--- config.mk ---
export PLATFORM = sky130hd
export DESIGN_NAME = per_source_sequence_gap_tracker_unit
export DESIGN_NICKNAME = d
export VERILOG_FILES = /design/src/rtl/psgt_pkg.sv /design/src/rtl/psgt_mem.sv /design/src/rtl/psgt_out.sv /design/src/rtl/psgt_ctrl.sv /design/src/rtl/per_source_sequence_gap_tracker_unit.sv
export VERILOG_INCLUDE_DIRS = /design/src /design/src/rtl
export SDC_FILE = /design/constraint.sdc
export NUM_CORES = 2
export LEC_CHECK = 0
export BUFFER_PORTS_ARGS = -buffer_cell sky130_fd_sc_hd__buf_2
export CAP_MARGIN = 20
export CORE_ASPECT_RATIO = 0.8
export CORE_MARGIN = 1.5
export CORE_UTILIZATION = 30
export CTS_BUF_LIST = sky130_fd_sc_hd__clkbuf_16
export DETAILED_ROUTE_END_ITERATION = 10
export GPL_TIMING_DRIVEN = 1
export PLACE_DENSITY = 0.55
export SETUP_SLACK_MARGIN = 0.1
export SLEW_MARGIN = 20
export SYNTH_ARGS = -nofsm -noshare
export SYNTH_HDL_FRONTEND = slang
export SYNTH_SLANG_ARGS = --single-unit
export TNS_END_PERCENT = 20
--- constraint.sdc ---
create_clock -name clk_i -period 13.75 [get_ports clk_i]
set_input_delay 2.0625 -clock clk_i [delete_from_list [all_inputs] [get_ports clk_i]]
set_output_delay 2.0625 -clock clk_i [all_outputs]
set_load 0.03 [all_outputs]
--- src/rtl/per_source_sequence_gap_tracker_unit_macros.svh ---
// Assertion macros for the per-source sequence gap tracker.
// Included by the top level; no other dependencies.
`ifndef PER_SOURCE_SEQUENCE_GAP_TRACKER_UNIT_MACROS_SVH
`define PER_SOURCE_SEQUENCE_GAP_TRACKER_UNIT_MACROS_SVH

// Same-cycle implication, checked out of reset.
`define PSGT_ASSERT_IMPLY(lbl, clk, rst_n, ante, cons, msg) \
  lbl: assert property (@(posedge clk) disable iff (!rst_n) (ante) |-> (cons)) \
    else $error(msg);

// Next-cycle implication, checked out of reset.
`define PSGT_ASSERT_NEXT(lbl, clk, rst_n, ante, cons, msg) \
  lbl: assert property (@(posedge clk) disable iff (!rst_n) (ante) |=> (cons)) \
    else $error(msg);

`endif

--- src/rtl/psgt_pkg.sv ---
// Shared types and constants of the per-source sequence gap tracker.
// No dependencies; imported by every module of the block.
package psgt_pkg;

  localparam int TABLE_DEPTH = 16;
  localparam int MAX_RESULTS = 16;
  localparam int IDX_W       = (TABLE_DEPTH > 1) ? $clog2(TABLE_DEPTH) : 1;
  localparam int CNT_W       = $clog2(MAX_RESULTS + 1);

  localparam int DEV_W    = 32;
  localparam int SEQ_W    = 64;
  localparam int CONN_W   = 16;
  localparam int CREDIT_W = 9;
  localparam int HB_W     = 8;
  localparam int OP_W     = 2;
  localparam int KIND_W   = 2;

  localparam logic [HB_W-1:0] HB_RESET = 8'd10;

  // Word layouts on the stream ports
  localparam int IN_BITS    = DEV_W + SEQ_W + 1 + CONN_W;
  localparam int IN_DATA_W  = ((IN_BITS + 7) / 8) * 8;
  localparam int OUT_BITS   = DEV_W + SEQ_W + CONN_W + 1;
  localparam int OUT_DATA_W = ((OUT_BITS + 7) / 8) * 8;

  typedef enum logic [OP_W-1:0] {
    OP_MSG    = 2'd0,
    OP_TICK   = 2'd1,
    OP_REPORT = 2'd2
  } opcode_e;

  typedef enum logic [KIND_W-1:0] {
    KIND_GAP    = 2'd0,
    KIND_STALE  = 2'd1,
    KIND_REPORT = 2'd2,
    KIND_NONE   = 2'd3
  } kind_e;

  typedef enum logic [2:0] {
    ST_IDLE,
    ST_READ,
    ST_CHECK,
    ST_INSERT,
    ST_DONE
  } state_e;

  typedef struct packed {
    logic [DEV_W-1:0]    device;
    logic [SEQ_W-1:0]    last_seq;
    logic [CREDIT_W-1:0] credit;   // two's complement, -1..255
    logic                has_conn;
    logic [CONN_W-1:0]   conn;
  } entry_t;

  typedef struct packed {
    kind_e             kind;
    logic [DEV_W-1:0]  device;
    logic [SEQ_W-1:0]  value;
    logic [CONN_W-1:0] conn;
    logic              full;
    logic              last;
  } res_t;

  typedef struct packed {
    logic             we;
    logic [IDX_W-1:0] waddr;
    entry_t           wdata;
    logic             re;
    logic [IDX_W-1:0] raddr;
  } mem_req_t;

  typedef struct packed {
    logic load;
    res_t res;
  } out_ctl_t;

endpackage

--- src/rtl/psgt_mem.sv ---
// Device table memory: one write port, one read port, registered read data.
// Depends on psgt_pkg.
module psgt_mem (
  input  logic               clk_i,
  input  psgt_pkg::mem_req_t req_i,
  output psgt_pkg::entry_t   rdata_o
);
  import psgt_pkg::*;

  entry_t mem_q [TABLE_DEPTH];
  entry_t rdata_q;

  always_ff @(posedge clk_i) begin
    if (req_i.we) begin
      mem_q[req_i.waddr] <= req_i.wdata;
    end
    if (req_i.re) begin
      rdata_q <= mem_q[req_i.raddr];
    end
  end

  assign rdata_o = rdata_q;

endmodule

--- src/rtl/psgt_out.sv ---
// Output register of the gap tracker: holds one result word for the sink.
// Depends on psgt_pkg.
module psgt_out (
  input  logic               clk_i,
  input  logic               rst_ni,
  input  psgt_pkg::out_ctl_t ctl_i,
  input  logic               ready_i,
  output logic               free_o,
  output logic               valid_o,
  output psgt_pkg::res_t     res_o
);
  import psgt_pkg::*;

  logic valid_q;
  res_t res_q;

  always_ff @(posedge clk_i or negedge rst_ni) begin
    if (!rst_ni) begin
      valid_q <= 1'b0;
    end else if (ctl_i.load) begin
      valid_q <= 1'b1;
    end else if (ready_i) begin
      valid_q <= 1'b0;
    end
  end

  always_ff @(posedge clk_i) begin
    if (ctl_i.load) begin
      res_q <= ctl_i.res;
    end
  end

  assign free_o  = !valid_q || ready_i;
  assign valid_o = valid_q;
  assign res_o   = res_q;

endmodule

--- src/rtl/psgt_ctrl.sv ---
// Sequencer of the gap tracker: sweeps the device table, read-modify-write,
// keeps the valid bits and a one-deep pending result. Depends on psgt_pkg.
module psgt_ctrl (
  input  logic                         clk_i,
  input  logic                         rst_ni,
  input  logic                         s_valid_i,
  output logic                         s_ready_o,
  input  logic [psgt_pkg::OP_W-1:0]    opcode_i,
  input  logic [psgt_pkg::DEV_W-1:0]   device_i,
  input  logic [psgt_pkg::SEQ_W-1:0]   seq_i,
  input  logic                         has_conn_i,
  input  logic [psgt_pkg::CONN_W-1:0]  conn_i,
  input  logic                         cfg_we_i,
  input  logic [psgt_pkg::HB_W-1:0]    cfg_wdata_i,
  output psgt_pkg::mem_req_t           mem_req_o,
  input  psgt_pkg::entry_t             mem_rdata_i,
  input  logic                         out_free_i,
  output psgt_pkg::out_ctl_t           out_ctl_o
);
  import psgt_pkg::*;

  state_e                 state_q, state_d;
  logic [IDX_W-1:0]       idx_q, idx_d;
  logic [CNT_W-1:0]       n_q, n_d;
  logic [TABLE_DEPTH-1:0] valid_q, valid_d;
  res_t                   pend_q, pend_d;
  logic                   pend_vld_q, pend_vld_d;
  logic [HB_W-1:0]        hb_q;

  logic [OP_W-1:0]        op_q;
  logic [DEV_W-1:0]       dev_q;
  logic [SEQ_W-1:0]       seq_q;
  logic                   hc_q;
  logic [CONN_W-1:0]      conn_q;

  logic                   in_acc;
  logic                   ent_v;
  logic                   dev_hit;
  logic                   stale;
  logic                   room;
  logic                   found;
  logic                   stall;
  logic                   idx_end;
  logic [SEQ_W-1:0]       diff;
  logic [SEQ_W-1:0]       gap;
  logic [CREDIT_W-1:0]    credit_dec;
  logic [IDX_W-1:0]       free_idx;
  logic                   free_any;
  res_t                   new_res;
  res_t                   none_res;

  assign in_acc    = s_valid_i && (state_q == ST_IDLE);
  assign s_ready_o = (state_q == ST_IDLE);

  assign ent_v   = valid_q[idx_q];
  assign dev_hit = ent_v && (mem_rdata_i.device == dev_q);
  assign stale   = mem_rdata_i.credit[CREDIT_W-1] || (mem_rdata_i.credit == '0);
  assign room    = n_q < CNT_W'(MAX_RESULTS);
  assign idx_end = (idx_q == IDX_W'(TABLE_DEPTH - 1));

  // Gap against last+1, negative differences clamp to zero
  assign diff = seq_q - mem_rdata_i.last_seq - SEQ_W'(1);
  assign gap  = diff[SEQ_W-1] ? '0 : diff;

  // Credit saturates at -1
  assign credit_dec = (mem_rdata_i.credit == '1) ? mem_rdata_i.credit
                                                  : mem_rdata_i.credit - CREDIT_W'(1);

  always_comb begin
    free_idx = '0;
    for (int i = TABLE_DEPTH - 1; i >= 0; i--) begin
      if (!valid_q[i]) begin
        free_idx = IDX_W'(i);
      end
    end
  end
  assign free_any = ~&valid_q;

  always_comb begin
    found   = 1'b0;
    new_res = '0;
    unique case (op_q)
      OP_MSG: begin
        found          = dev_hit;
        new_res.kind   = KIND_GAP;
        new_res.device = dev_q;
        new_res.value  = gap;
      end
      OP_TICK: begin
        found          = ent_v && stale && mem_rdata_i.has_conn && room;
        new_res.kind   = KIND_STALE;
        new_res.device = mem_rdata_i.device;
        new_res.conn   = mem_rdata_i.conn;
      end
      OP_REPORT: begin
        found          = ent_v && room;
        new_res.kind   = KIND_REPORT;
        new_res.device = mem_rdata_i.device;
        new_res.value  = mem_rdata_i.last_seq;
      end
      default: begin
        found = 1'b0;
      end
    endcase
  end

  // Hold the sweep when a second result finds the output side still busy
  assign stall = found && pend_vld_q && !out_free_i;

  always_comb begin
    none_res      = '0;
    none_res.kind = KIND_NONE;
    none_res.last = 1'b1;
  end

  // Next state
  always_comb begin
    state_d = state_q;
    idx_d   = idx_q;
    unique case (state_q)
      ST_IDLE: begin
        if (in_acc) begin
          idx_d = '0;
          unique case (opcode_i)
            OP_MSG:    state_d = (device_i == '0) ? ST_DONE : ST_READ;
            OP_TICK:   state_d = ST_READ;
            OP_REPORT: state_d = ST_READ;
            default:   state_d = ST_DONE;
          endcase
        end
      end
      ST_READ: begin
        state_d = ST_CHECK;
      end
      ST_CHECK: begin
        priority if (stall) begin
          state_d = ST_CHECK;
        end else if ((op_q == OP_MSG) && dev_hit) begin
          state_d = ST_DONE;
        end else if (idx_end) begin
          state_d = (op_q == OP_MSG) ? ST_INSERT : ST_DONE;
        end else begin
          state_d = ST_READ;
          idx_d   = idx_q + IDX_W'(1);
        end
      end
      ST_INSERT: begin
        state_d = ST_DONE;
      end
      ST_DONE: begin
        if (out_free_i) begin
          state_d = ST_IDLE;
        end
      end
      default: begin
        state_d = ST_IDLE;
      end
    endcase
  end

  // Outputs: memory accesses, valid bits, pending result, output loads
  always_comb begin
    mem_req_o       = '0;
    mem_req_o.waddr = idx_q;
    mem_req_o.raddr = idx_q;
    mem_req_o.wdata = mem_rdata_i;
    valid_d         = valid_q;
    pend_d          = pend_q;
    pend_vld_d      = pend_vld_q;
    n_d             = n_q;
    out_ctl_o.load  = 1'b0;
    out_ctl_o.res   = pend_q;
    unique case (state_q)
      ST_IDLE: begin
        if (in_acc) begin
          n_d = '0;
          if ((opcode_i == OP_MSG) && (device_i == '0)) begin
            pend_d      = '0;
            pend_d.kind = KIND_GAP;
            pend_vld_d  = 1'b1;
          end
        end
      end
      ST_READ: begin
        mem_req_o.re = 1'b1;
      end
      ST_CHECK: begin
        if (!stall) begin
          if (found) begin
            pend_d     = new_res;
            pend_vld_d = 1'b1;
            n_d        = n_q + CNT_W'(1);
            out_ctl_o.load = pend_vld_q;
          end
          if ((op_q == OP_MSG) && dev_hit) begin
            mem_req_o.we             = 1'b1;
            mem_req_o.wdata.last_seq = seq_q;
            mem_req_o.wdata.credit   = {1'b0, hb_q};
            if (hc_q) begin
              mem_req_o.wdata.has_conn = 1'b1;
              mem_req_o.wdata.conn     = conn_q;
            end
          end
          if ((op_q == OP_TICK) && ent_v) begin
            mem_req_o.we           = 1'b1;
            mem_req_o.wdata.credit = credit_dec;
            if (found) begin
              valid_d[idx_q] = 1'b0;
            end
          end
        end
      end
      ST_INSERT: begin
        pend_d        = '0;
        pend_d.kind   = KIND_GAP;
        pend_d.device = dev_q;
        pend_d.full   = !free_any;
        pend_vld_d    = 1'b1;
        if (free_any) begin
          mem_req_o.we             = 1'b1;
          mem_req_o.waddr          = free_idx;
          mem_req_o.wdata.device   = dev_q;
          mem_req_o.wdata.last_seq = seq_q;
          mem_req_o.wdata.credit   = {1'b0, hb_q};
          mem_req_o.wdata.has_conn = hc_q;
          mem_req_o.wdata.conn     = hc_q ? conn_q : '0;
          valid_d[free_idx]        = 1'b1;
        end
      end
      ST_DONE: begin
        if (out_free_i) begin
          out_ctl_o.load = 1'b1;
          if (pend_vld_q) begin
            out_ctl_o.res      = pend_q;
            out_ctl_o.res.last = 1'b1;
          end else begin
            out_ctl_o.res = none_res;
          end
          pend_vld_d = 1'b0;
        end
      end
      default: begin
        pend_vld_d = 1'b0;
      end
    endcase
  end

  always_ff @(posedge clk_i or negedge rst_ni) begin
    if (!rst_ni) begin
      state_q    <= ST_IDLE;
      idx_q      <= '0;
      n_q        <= '0;
      valid_q    <= '0;
      pend_vld_q <= 1'b0;
      hb_q       <= HB_RESET;
    end else begin
      state_q    <= state_d;
      idx_q      <= idx_d;
      n_q        <= n_d;
      valid_q    <= valid_d;
      pend_vld_q <= pend_vld_d;
      if (cfg_we_i) begin
        hb_q <= cfg_wdata_i;
      end
    end
  end

  always_ff @(posedge clk_i) begin
    pend_q <= pend_d;
    if (in_acc) begin
      op_q   <= opcode_i;
      dev_q  <= device_i;
      seq_q  <= seq_i;
      hc_q   <= has_conn_i;
      conn_q <= conn_i;
    end
  end

endmodule

--- src/rtl/per_source_sequence_gap_tracker_unit.sv ---
// Per-source sequence gap tracker. A message reads and checks the table entries in turn up
// to its match, or else to the end of the table and an insert; ticks and reports sweep all
// entries, and a sweep holds while the sink stalls. One word at a time; the registered read
// data of the table memory sets the per-entry pace.
// Reset clears the valid bits and restores heartbeat_credit to 10; no clearing pass.
// Depends on psgt_pkg, psgt_mem, psgt_out, psgt_ctrl and the assertion macro header.
`include "per_source_sequence_gap_tracker_unit_macros.svh"
module per_source_sequence_gap_tracker_unit (
  input  logic                              clk_i,
  input  logic                              rst_ni,
  // Input stream
  input  logic                              s_axis_tvalid,
  output logic                              s_axis_tready,
  // tdata: device_id[31:0], seq_num[95:32], has_connection[96],
  //        connection_handle[112:97], zero pad[119:113]
  input  logic [psgt_pkg::IN_DATA_W-1:0]    s_axis_tdata,
  // tuser: opcode[1:0]
  input  logic [psgt_pkg::OP_W-1:0]         s_axis_tuser,
  // Result stream
  output logic                              m_axis_tvalid,
  input  logic                              m_axis_tready,
  // tdata: device_out[31:0], value_out[95:32], connection_out[111:96],
  //        table_full[112], zero pad[119:113]
  output logic [psgt_pkg::OUT_DATA_W-1:0]   m_axis_tdata,
  // tuser: result_kind[1:0]
  output logic [psgt_pkg::KIND_W-1:0]       m_axis_tuser,
  output logic                              m_axis_tlast,
  // heartbeat_credit register
  input  logic                              cfg_we_i,
  input  logic [psgt_pkg::HB_W-1:0]         cfg_wdata_i
);
  import psgt_pkg::*;

  // Bit offsets within the input word
  localparam int InSeqLo  = DEV_W;
  localparam int InHcBit  = DEV_W + SEQ_W;
  localparam int InConnLo = InHcBit + 1;
  // Bit offsets within the result word
  localparam int OutConnLo = DEV_W + SEQ_W;
  localparam int OutFull   = OutConnLo + CONN_W;

  mem_req_t mem_req;
  entry_t   mem_rdata;
  out_ctl_t out_ctl;
  logic     out_free;
  res_t     out_res;

  // Sequencer: one entry read in the read state, write-back in the check state.
  // Each sweep visits an entry once and the insert write follows the sweep,
  // so a read never meets a write to the same entry in one cycle.
  psgt_ctrl u_ctrl (
    .clk_i       (clk_i),
    .rst_ni      (rst_ni),
    .s_valid_i   (s_axis_tvalid),
    .s_ready_o   (s_axis_tready),
    .opcode_i    (s_axis_tuser),
    .device_i    (s_axis_tdata[DEV_W-1:0]),
    .seq_i       (s_axis_tdata[InSeqLo +: SEQ_W]),
    .has_conn_i  (s_axis_tdata[InHcBit]),
    .conn_i      (s_axis_tdata[InConnLo +: CONN_W]),
    .cfg_we_i    (cfg_we_i),
    .cfg_wdata_i (cfg_wdata_i),
    .mem_req_o   (mem_req),
    .mem_rdata_i (mem_rdata),
    .out_free_i  (out_free),
    .out_ctl_o   (out_ctl)
  );

  // Device table: device, last sequence number, credit, handle
  psgt_mem u_mem (
    .clk_i   (clk_i),
    .req_i   (mem_req),
    .rdata_o (mem_rdata)
  );

  // Output register parts the sweep from the sink
  psgt_out u_out (
    .clk_i   (clk_i),
    .rst_ni  (rst_ni),
    .ctl_i   (out_ctl),
    .ready_i (m_axis_tready),
    .free_o  (out_free),
    .valid_o (m_axis_tvalid),
    .res_o   (out_res)
  );

  // Pack the result word
  always_comb begin
    m_axis_tdata                          = '0;
    m_axis_tdata[DEV_W-1:0]               = out_res.device;
    m_axis_tdata[InSeqLo +: SEQ_W]        = out_res.value;
    m_axis_tdata[OutConnLo +: CONN_W]     = out_res.conn;
    m_axis_tdata[OutFull]                 = out_res.full;
  end
  assign m_axis_tuser = out_res.kind;
  assign m_axis_tlast = out_res.last;

  `PSGT_ASSERT_IMPLY(a_load_needs_room, clk_i, rst_ni, out_ctl.load, out_free, "result loaded over a held word")
  `PSGT_ASSERT_IMPLY(a_no_rw_collision, clk_i, rst_ni, mem_req.we && mem_req.re, mem_req.waddr != mem_req.raddr, "table read and write hit one entry")
  `PSGT_ASSERT_NEXT(a_busy_after_accept, clk_i, rst_ni, s_axis_tvalid && s_axis_tready, !s_axis_tready, "second word taken while busy")
  `PSGT_ASSERT_NEXT(a_idle_after_last, clk_i, rst_ni, out_ctl.load && out_ctl.res.last, s_axis_tready, "not idle after final result")

endmodule

==> impl_metrics.py <==
metrics = {
    "power": {
        "ir_worst_vdd_v": 0.0001086,
        "powerDensity_nw_per_um2": 185.1,
        "p_leak_nw": 35.17,
    },
    "yosys": {
        "yosys_warnings": 0,
        "ys.flop_type": "edfxtp_1",
        "avgSynthCellArea_um2": 20.86,
        "synth_edf_count": 2420,
        "syn-cell-area_um2": 97440,
        "syn_inst": 4671,
        "synth.ff_latch_count": 2458,
        "synthDistinctLibCells": 78,
        "yosysSeqAreaShare_pct": 75.56,
        "async_reset_ff_share_pct": 1.546,
    },
    "place": {
        "placed_cell_area_um2": 104300,
        "gp_congestion": 0.8027,
        "io_buffers": 245,
        "dp_hpwl_um": 135500,
    },
    "finish": {
        "fin_nets": 5253,
        "fill_cells": 30030,
        "finish.instance_area_um2": 112000,
        "drive_gt1_share_pct": 27.15,
        "ff_latch_area_um2": 73640,
        "area_growth_pct": 14.95,
        "multi_input_area_um2": 22780,
    },
    "detailed_routing": {
        "dr_total_vias": 48080,
        "wl_per_cell_um": 26.54,
        "antenna_left": 0,
        "drtIter0Drc": 4879,
        "drt-vias-per-instance": 5.027,
        "first_pass_iters": 7,
        "drt-total-wl_um": 253800,
        "drc": 0,
    },
    "global_routing": {
        "use_met1_pct": 21.95,
        "grt_max_degree": 153,
        "grt_pass1_vias": 48810,
        "gr-usage-met2_pct": 23.77,
        "grt_first_pass_wirelength_um": 360400,
        "antenna_found_initial": 23,
        "grt_overflow": 0,
        "grt_use_total_pct": 15.14,
        "top_usage_layer": "met2",
        "grt_util_met3_pct": 2.717,
    },
    "setup_path": {
        "cp_common_cell": "buf_4",
        "critical_path_class": "register to register",
        "startpoint": "u_ctrl.idx_q[1]$_DFFE_PN0P_",
        "critPathCaptureType": "register",
        "cp-start-kind": "register",
        "cp_slowest_stage_delay_ns": 1.12,
        "critPathBufInv": 4,
        "worstRegToRegCells": 12,
        "cp.arrival_ns": 7.77,
        "path_max_fanout": 67,
        "cp.depth": 12,
        "worstPathRequired_ns": 14.24,
        "r2r-start": "u_ctrl.idx_q[1]$_DFFE_PN0P_",
        "crit_path_top_delay_cell": "dfrtp_4",
        "cpLargestDelayFamily": "buffers and inverters",
        "path_cells": "buf_4, mux4_2, mux4_2, inv_1, or2_1, nor2_8, nor3b_1, or3b_4, a21oi_1, nor2b_4, buf_4, buf_4",
    },
    "sta": {
        "fin_hold_ws_ns": 0.5191,
        "maxSlewViolCount": 0,
        "hold_viol": 0,
        "grt_setup_unrepaired": "false",
        "fin_worst_skew_ns": 0.07520,
        "fmax_ghz": 0.1373,
        "period_share_pct": 52.98,
        "min_period_ns": 7.284,
        "slew_headroom_pct": 22.80,
        "worstMarginPinSlew_ns": 1.158,
        "tns_ns": 0,
        "finalSetupViolations": 0,
    },
    "clocking": {
        "clk_latency_ns": 0.92,
        "cts.sinks": 2458,
        "hold_buffers": 0,
        "tritoncts": "built",
        "cts-resized-gates": 0,
        "post_cts_buffers": 0,
        "cts_buffer_depth": 4,
        "root_buffer": "clkbuf_16",
        "cts_buffers": 237,
        "htreeDepth": 4,
        "clkTransAtPathRegs_ns": 0.07,
    },
    "outcome": {
        "status": "finished, final reports clean",
    },
    "die": {
        "chipWidth_um": 640.2,
        "row_count": 186,
        "top_level_ports": 260,
        "die_h_um": 512.7,
        "core_area_um2": 322100,
        "die_area_um2": 328200,
        "start_util_pct": 30.25,
    },
    "job": {
        "maxCapViolCount": 0,
    },
    "worst_hold_path": {
        "worstHoldStart": "u_ctrl.pend_q[114]$_DFFE_PP_",
        "min_path_cells": 1,
        "hold_path_class": "register to register",
    },
}
## sequential cells by signal, summed over array words and instances, names as in the netlist
signal and cells:
u_mem.mem_q 1952, u_mem.rdata_o 122, u_out.res_o 116, u_ctrl.pend_q 115, u_ctrl.seq_q 64, u_ctrl.dev_q 32, u_ctrl.conn_q 16, u_ctrl.valid_q 16
u_ctrl.hb_q 8, u_ctrl.n_q 5, u_ctrl.idx_q 4, u_ctrl.state_q 3, u_ctrl.op_q 2, u_ctrl.hc_q 1, u_ctrl.pend_vld_q 1, u_out.valid_o 1
## area by class of cell
class / instances / area share [%]
inverter: 108 / 0.3664
antenna: 6 / 0.01341
tap: 4324 / 4.830
sequential: 2458 / 65.75
timing repair buffer: 347 / 1.925
clock buffer: 239 / 5.340
multi-input combinational: 1887 / 20.34
clock inverter: 194 / 1.443
## power by group
part | internal (mW) | switching, mW
registers | 9.52 | 0.387
clock network | 3.64 | 2.83
logic | 1.69 | 2.67
total | 14.8 | 5.89
## layout by cell type (no fill, tap or decap), types with 32 or more instances in the layout
cell          n
o21ai_0      65
nand2_1     175
clkinv_1     59
nor2b_1     126
dfrtp_1      32
a21o_1       34
mux2_2       65
clkbuf_16   239
inv_1       145
xor2_1       50
nand3_1      34
a21oi_1     108
xnor2_1      45
nor2_1       70
ha_1         78
clkinv_2     44
buf_2       244
mux4_2      615
buf_4        89
edfxtp_1   2420
a22o_1      106
## cells by family (layout without fill, tap and decap cells)
group	after synthesis	in the layout	share of synthesized area (%)
compound gates	444	444	3.167
xor+xnor	95	95	0.8539
fa+ha+maj	79	79	1.022
buf+inv	332	888	1.342
flops	2458	2458	75.56
mux	688	688	15.05
other cells	1	13	0.003849
simple gates	574	574	3.000
## final timing paths
kind	slack (ns)	end
setup reg to reg	6.47	u_mem.mem_q[3][22]$_DFFE_PP_
setup / recovery	6.47	u_mem.mem_q[3][22]$_DFFE_PP_
max in group asynchronous	12.06	u_ctrl.idx_q[3]$_DFFE_PN0P_
hold reg to reg	0.52	u_out.res_o[114]$_DFFE_PP_
min in group asynchronous	1.19	u_ctrl.hb_q[2]$_DFFE_PN0P_
hold / removal	0.52	u_out.res_o[114]$_DFFE_PP_
## layer usage
layer | wire length (um) | vias to the layer above
li1 | - | 20090
met1 | 113200 | 25930
met2 | 118200 | 1742
met3 | 17660 | 320
met4 | 4722 | 0
met5 | 0 | -
## cells in the mapped netlist (4+ instances only)
library cell     n  area (um^2)
nor3_1          20        100.1
nand3_1         34        170.2
and2_1           8        50.05
a22o_1         106        928.4
o211ai_1         9        67.56
or3_1           11        68.82
mux2_2          65        732.0
a22oi_1          6        45.04
a32o_1          10        100.1
nor4_1          15        93.84
xnor2_1         45        394.1
o2111ai_1        4        35.03
clkbuf_1       123        461.7
edfxtp_1      2420        72670
ha_1            78        975.9
a21oi_1        108        540.5
or2_2            8        50.05
nor2_1          88        330.3
nand4_1         28        175.2
a21o_1          34        255.2
a31oi_1         12        75.07
buf_4            8        60.06
buf_2           18        90.09
xor2_1          50        437.9
nand2_1        175        656.9
o31ai_1          6        45.04
a221o_1          4        40.04
nand2b_1        11        68.82
nor2b_1        129        807.0
a211oi_1         7        52.55
a21boi_0         6        45.04
dfrtp_1         36        900.9
o22ai_1          9        56.30
and3_1          28        175.2
mux2_1           5        56.30
mux4_2         615        13850
buf_1           73        274.0
o2bb2ai_1        6        52.55
o21a_1           7        52.55
o21ai_0         70        350.3
inv_1          108        405.4
o21bai_1        15        112.6
## metrics by stage
stage	util, %	total power, mW	instances	setup slack, ns
after detailed placement	32.39	14.45	9121	6.240
final	34.77	20.73	9563	6.466
after floorplan	-	12.96	4677	0.9287
after CTS	34.75	20.94	9554	6.204
after global placement	32.39	14.37	9121	6.307
after global routing	34.77	21.60	9560	6.156
Note: power is estimated with default switching activity, not from simulation.
